File: src/rtl/assert_macros.svh
// assertion macros used by the rtl file dennt_dp.sv
// no dependencies; NO_ASSERTIONS turns every use into nothing
`ifndef ASSERT_MACROS_SVH
`define ASSERT_MACROS_SVH

`ifndef NO_ASSERTIONS

// cond must hold at every clock edge out of reset
`define ASSERT_ALWAYS(lbl, ck, rn, cond) \
	lbl: assert property (@(posedge ck) disable iff (!rn) (cond)) \
		else $error("invariant violated");

// cons must hold in the cycle after ante
`define ASSERT_NEXT(lbl, ck, rn, ante, cons) \
	lbl: assert property (@(posedge ck) disable iff (!rn) (ante) |=> (cons)) \
		else $error("next-cycle check violated");

`else

`define ASSERT_ALWAYS(lbl, ck, rn, cond)
`define ASSERT_NEXT(lbl, ck, rn, ante, cons)

`endif

`endif

File: src/rtl/dennt_pkg.sv
// constants, types and controller codes of the double-ended tour builder
// no dependencies
`default_nettype none

package dennt_pkg;

	localparam int MAX_CITIES    = 64;
	localparam int DIST_BITS     = 16;

	// fixed port widths
	localparam int ROW_BITS      = 6;
	localparam int DIST_IN_BITS  = 16;
	localparam int CITY_OUT_BITS = 7;
	localparam int CFG_BITS      = 7;
	localparam int CFG_RESET     = 64;

	localparam int CITY_BITS  = $clog2(MAX_CITIES);
	localparam int CNT_BITS   = $clog2(MAX_CITIES + 1);
	localparam int TOUR_DEPTH = 2 * MAX_CITIES;
	localparam int SLOT_BITS  = $clog2(TOUR_DEPTH);
	localparam int DADDR_BITS = 2 * CITY_BITS;
	localparam int DIST_DEPTH = 1 << DADDR_BITS;

	typedef logic [DIST_BITS-1:0] dist_t;

	typedef enum logic [2:0] {
		ST_LOAD,
		ST_INIT,
		ST_SCAN,
		ST_DRAIN,
		ST_PLACE,
		ST_EMIT_RD,
		ST_EMIT_WAIT,
		ST_EMIT_OUT
	} state_t;

	typedef struct packed {
		logic load_write;
		logic start;
		logic init_write;
		logic scan_clear;
		logic scan_issue;
		logic place;
		logic emit_load;
		logic emit_next;
	} dp_cmd_t;

	typedef struct packed {
		logic one_city;
		logic scan_last;
		logic place_last;
		logic emit_last;
	} dp_status_t;

endpackage

`default_nettype wire

File: src/rtl/dennt_ctrl.sv
// sequencer of the tour builder: load, scan, place and emit phases
// depends on dennt_pkg
`default_nettype none

module dennt_ctrl (
	input  logic                  clk,
	input  logic                  arst_n,
	input  logic                  in_valid,
	input  logic                  final_entry,
	output logic                  in_ready,
	output logic                  out_valid,
	input  logic                  out_ready,
	input  dennt_pkg::dp_status_t status,
	output dennt_pkg::dp_cmd_t    cmd
);

	import dennt_pkg::*;

	state_t state_q;
	state_t state_d;

	always_ff @(posedge clk or negedge arst_n) begin
		if (!arst_n) begin
			state_q <= ST_LOAD;
		end else begin
			state_q <= state_d;
		end
	end

	always_comb begin
		state_d = state_q;
		unique case (state_q)
			ST_LOAD: begin
				if (in_valid && final_entry) begin
					state_d = ST_INIT;
				end
			end
			ST_INIT: begin
				state_d = status.one_city ? ST_EMIT_RD : ST_SCAN;
			end
			ST_SCAN: begin
				if (status.scan_last) begin
					state_d = ST_DRAIN;
				end
			end
			ST_DRAIN: begin
				state_d = ST_PLACE;
			end
			ST_PLACE: begin
				state_d = status.place_last ? ST_EMIT_RD : ST_SCAN;
			end
			ST_EMIT_RD: begin
				state_d = ST_EMIT_WAIT;
			end
			ST_EMIT_WAIT: begin
				state_d = ST_EMIT_OUT;
			end
			ST_EMIT_OUT: begin
				if (out_ready) begin
					state_d = status.emit_last ? ST_LOAD : ST_EMIT_RD;
				end
			end
			default: begin
				state_d = ST_LOAD;
			end
		endcase
	end

	always_comb begin
		cmd       = '0;
		in_ready  = 1'b0;
		out_valid = 1'b0;
		unique case (state_q)
			ST_LOAD: begin
				in_ready       = 1'b1;
				cmd.load_write = in_valid;
				cmd.start      = in_valid && final_entry;
			end
			ST_INIT: begin
				cmd.init_write = 1'b1;
				cmd.scan_clear = 1'b1;
			end
			ST_SCAN: begin
				cmd.scan_issue = 1'b1;
			end
			ST_DRAIN: begin
			end
			ST_PLACE: begin
				cmd.place      = 1'b1;
				cmd.scan_clear = 1'b1;
			end
			ST_EMIT_RD: begin
			end
			ST_EMIT_WAIT: begin
				cmd.emit_load = 1'b1;
			end
			ST_EMIT_OUT: begin
				out_valid     = 1'b1;
				cmd.emit_next = out_ready;
			end
			default: begin
			end
		endcase
	end

endmodule

`default_nettype wire

File: config.mk
export PLATFORM = sky130hd
export DESIGN_NAME = dennt_ctrl
export DESIGN_NICKNAME = d
export VERILOG_FILES = /design/src/rtl/assert_macros.svh /design/src/rtl/dennt_pkg.sv /design/src/rtl/dennt_ctrl.sv
export SDC_FILE = /design/constraint.sdc
export NUM_CORES = 1
export LEC_CHECK = 0
export ABC_AREA = 1
export ABC_CLOCK_PERIOD_IN_PS = 2000
export BUFFER_PORTS_ARGS = -buffer_cell sky130_fd_sc_hd__buf_2
export CAP_MARGIN = 20
export CORE_AREA = 3 3 40 42
export DETAILED_ROUTE_END_ITERATION = 10
export DIE_AREA = 0 0 43 45
export PLACE_DENSITY = 0.65
export SYNTH_ARGS = -nofsm -noshare
export SYNTH_HDL_FRONTEND = slang
export SYNTH_SLANG_ARGS = --single-unit
File: constraint.sdc
create_clock -name clk -period 2 [get_ports clk]
set_input_delay 0.3 -clock clk [delete_from_list [all_inputs] [get_ports clk]]
set_output_delay 0.3 -clock clk [all_outputs]
set_load 0.05 [all_outputs]
# Word level (Yosys, flattened, before mapping)
# Index checks and enable logic that the tools add are counted.
dict set report word_totals {
  regBits 3
  in_bits 9
  elab_cells 31
}
dict set report op_classes {
  eq_ne 10
  muxes 16
  reduce_logical 4
}
# operator n
set op_table {}
lappend op_table {{3-bit case mux with 8 select lines} 1}
lappend op_table {{3-bit 2-to-1 mux} 6}
lappend op_table {{3-bit equality test, second input constant} 4}
lappend op_table {{1-bit 2-to-1 mux} 8}
lappend op_table {{3-bit by 2-bit equality test with 1-bit output, second input constant} 2}
lappend op_table {{2-bit inequality test, second input constant} 3}
lappend op_table {{3-bit by 1-bit equality test with 1-bit output, second input constant} 1}
lappend op_table {{3-bit zero test} 1}
lappend op_table {{3-bit AND reduction} 1}
lappend op_table {{2-bit 2-to-1 mux} 1}
lappend op_table {{2-bit OR reduction} 1}
lappend op_table {{1-bit logical AND} 1}

# Depth between registers and ports, before layout
dict set report depth {
  ltp_word 3
  ltp_mapped 8
  mapped_depth_nobuf 7
}

# Least setup slack after synthesis
# No wires, ideal clock.
dict set report synth_path {
  kind {reg2out}
  start {reg state_q[0]}
  end {out cmd[6] in the netlist's numbering}
  arrival_ns 1.861
  required_time_ns 1.700
  path_slack_ns -0.161
  stages_incl_launch_ff 7
  path_buffers 1
  cell_sequence {dfrtp_1 -> buf_6 -> nor2_1 -> inv_1 -> nor2_2 -> inv_2 -> nor2_1}
}
# item line_no
set synth_rtl {}
lappend synth_rtl {{start: declaration} dennt_ctrl.sv:19} ;# state_t state_q;
lappend synth_rtl {{start signal: assignment} dennt_ctrl.sv:26} ;# state_q <= state_d;
lappend synth_rtl {{end: declaration} dennt_ctrl.sv:14} ;# output dennt_pkg::dp_cmd_t cmd

==> results.cfg <==
[status]
status = finished clean

[synth]
synth-seq-cells = 3
synth_top_cell_by_area = dfrtp_1
netlist_area_um2 = 422
yosysWarnings = 0
synthTopCellsByArea = dfrtp_1 18%, nand2_1 12%, buf_6 8.0%
synth_ff_type = dfrtp_1
syn_nets = 70
yosysTopAreaCellShare_pct = 17.8
async_flop_share_pct = 100
yosysSeqAreaShare_pct = 17.8
synth_edf_count = 0
synth.distinct_cells = 21
avgSynthCellArea_um2 = 6.91
syn_inst = 61

[grt]
grt_max_degree = 12
grt_overflow = 0
grt_usage_pct = 10.0
grt_pass1_vias = 379
antenna_found_initial = 0
grt_pass1_wl_mm = 1.53

[die]
core_um2 = 1280
pin_count = 19
die_w_um = 43
rows = 13
die-area_um2 = 1940
start_util_pct = 32.8
chipHeight_um = 45

[sta]
fin_tns_setup_ps = 0
setup_ws_ps = 213
min_period_ps = 1790
fin_worst_skew_ps = 4.36
slew_viol_final = 0
hold_violations = 0
max_slew_margin_pct = 60.9
fin_crit_sh_pct = 89.4
tightest_slew_ps = 586
rsz0062_at_grt = no
setup_viol = 0
max_freq_mhz = 560

[setup_path]
crit_family = flip-flops
start_kind = flip-flop
critPathArrivalTime_ps = 1490
cp-end-kind = primary output
slowest_delay_ps = 700
crit_chain = nand3_1 -> nor2_1 -> buf_2
critPathRequiredTime_ps = 1700
r2r-end = state_q[0]
path_max_fanout = 10
critPathKind = flip-flop to primary output
rr_startpoint = state_q[1]
reg2regPathDepth = 5
path_buf_inv = 1
critical-path-slowest-cell = dfrtp_1
reg2reg_setup_slack_ps = 640

[power_and_ir_drop]
vdd.ir_drop.worst_v = 0.000701
power.leakage_nw = 0.335
p_per_area_nw_per_um2 = 1890

[routing]
vias_per_cell = 4.45
dr.pass1.iters = 2
drc = 0
vias = 432
drtIter0Drc = 5
wirelength_um = 936
ant_nets = 0
post_drt_wl_per_cell_um = 9.65

[layout]
fill_cells = 141
drive_gt1_share_pct = 48.8
final_nets = 92
fin_cells = 97
diodes = 0
max_flop_register = state_q
area_growth_pct = 28.5
largest_reg_flops = 3
fin_util_pct = 42.2
reg_top3 = state_q: 3 flops

[place]
port_buffers = 18
gp_congestion = 0.806
pre_cts_ws_ps = 387
place_hpwl_um = 718
dp_cells = 92

[worst_hold_path]
min_to = state_q[2]
min_path_type = primary input to flip-flop
hold_depth = 4
hold_start = out_ready

[clock_tree]
cts.sinks = 3
clkTransAtPathRegs_ps = 40
cts_buffers = 3
cts_root_buffer = clkbuf_4
cts.path.max_buffers = 2
cts_tree = built
cts.htree.levels = 1
clk_latency_ps = 230

[flow_run]
cap_violations = 0
-- cells in the mapped netlist, types with 2 or more instances --
library cell	n
nor2_2	3
inv_1	8
nand2_4	3
nor2_4	2
dfrtp_1	3
nand2_1	13
nand2_2	2
nand3_1	3
nor2_1	8
nand4_2	2
buf_6	3
nand4_1	2
-- cell families after synthesis --
logic type | count (synthesis) | synth area share [%]
buffers and inverters | 14 | 20.2
and+or+nand+nor | 41 | 58.2
AOI/OAI and AO/OA | 3 | 3.86
DFF | 3 | 17.8
-- routing by layer --
layer  up-vias  track usage, %  part of all wire (%)  wire (um)
li1        229               -                     -          -
met1       187            11.8                    45        420
met3         2               0                   5.1         48
met2        14            19.5                    49        456
met5         -               0                     0          0
met4         0            3.61                   1.1         10
-- power breakdown --
part | internal (mW) | switching [mW] | total, mW
registers | 0.0924 | 0.0990 | 0.191
clock network | 0.0747 | 0.0308 | 0.105
logic | 0.208 | 0.518 | 0.726
-- final cells by class --
| class | instances | area (um2) | share of cell area (%) |
|---|---|---|---|
| Timing Repair Buffer | 20 | 108 | 19.9 |
| Tap cell | 15 | 18.8 | 3.46 |
| Inverter | 11 | 51.3 | 9.47 |
| Multi-Input combinational cell | 44 | 262 | 48.3 |
| Clock buffer | 4 | 26.3 | 4.85 |
| Sequential cell | 3 | 76.3 | 14.1 |
-- placed cells by master, fill, tap and decap left out --
| cell | Yosys | final |
|---|---|---|
| buf_2 | 0 | 18 |
| nand2_1 | 13 | 13 |
| inv_1 | 8 | 8 |
| nor2_1 | 8 | 8 |
| nand2_4 | 3 | 3 |
| nor2_2 | 3 | 3 |
| nand3_1 | 3 | 3 |
| clkbuf_4 | 0 | 3 |
| nor2_4 | 2 | 2 |
| nand2_2 | 2 | 2 |
| nand4_2 | 2 | 2 |
| nand4_1 | 2 | 2 |
| dfrtp_1 | 3 | 2 |
| inv_8 | 1 | 1 |
| inv_4 | 1 | 1 |
| inv_2 | 1 | 1 |
| o22ai_1 | 1 | 1 |
| a21oi_1 | 1 | 1 |
| and2_4 | 1 | 1 |
| nor3_2 | 1 | 1 |
| nand3b_1 | 1 | 1 |
| o21ai_0 | 1 | 1 |
| clkbuf_1 | 0 | 1 |
| dlygate4sd3_1 | 0 | 1 |
| buf_4 | 0 | 1 |
| dfrtp_2 | 0 | 1 |
-- worst max path at each step --
stage | startpoint | to | depth (start not counted)
finish | state_q[1] | cmd[0] | 3
floorplan | state_q[0] | cmd[6] | 6
global placement | state_q[0] | cmd[7] | 6
global route | state_q[0] | cmd[7] | 6
detailed placement | state_q[0] | cmd[6] | 6
CTS | state_q[0] | cmd[7] | 6
-- per-stage QoR --
stage | total power, mW | area [um2] | hold WS (ps)
final | 1.02 | 542 | 363
after global routing | 1.10 | 542 | 409
after CTS | 1.03 | 541 | 365
after detailed placement | 0.913 | 504 | 95.3
after global placement | 0.903 | 504 | 95.7
after floorplan | 0.827 | 422 | 4.41
-- repair_timing --
action	4_1_cts	5_1_grt
setup buffers	0	0
resized for setup	0	1
hold buffers	1	0
setup endpoints to repair	0	2
endpoints found under the hold margin	3	0
-- worst register-to-register path: stages (launching register included) --
cell and delay, ps:
dfrtp_1 700, nand2_2 150, nor3_2 180, nor2_2 80
nand2_1 70, nand2_1 50
(Power assumes the default switching activity.)
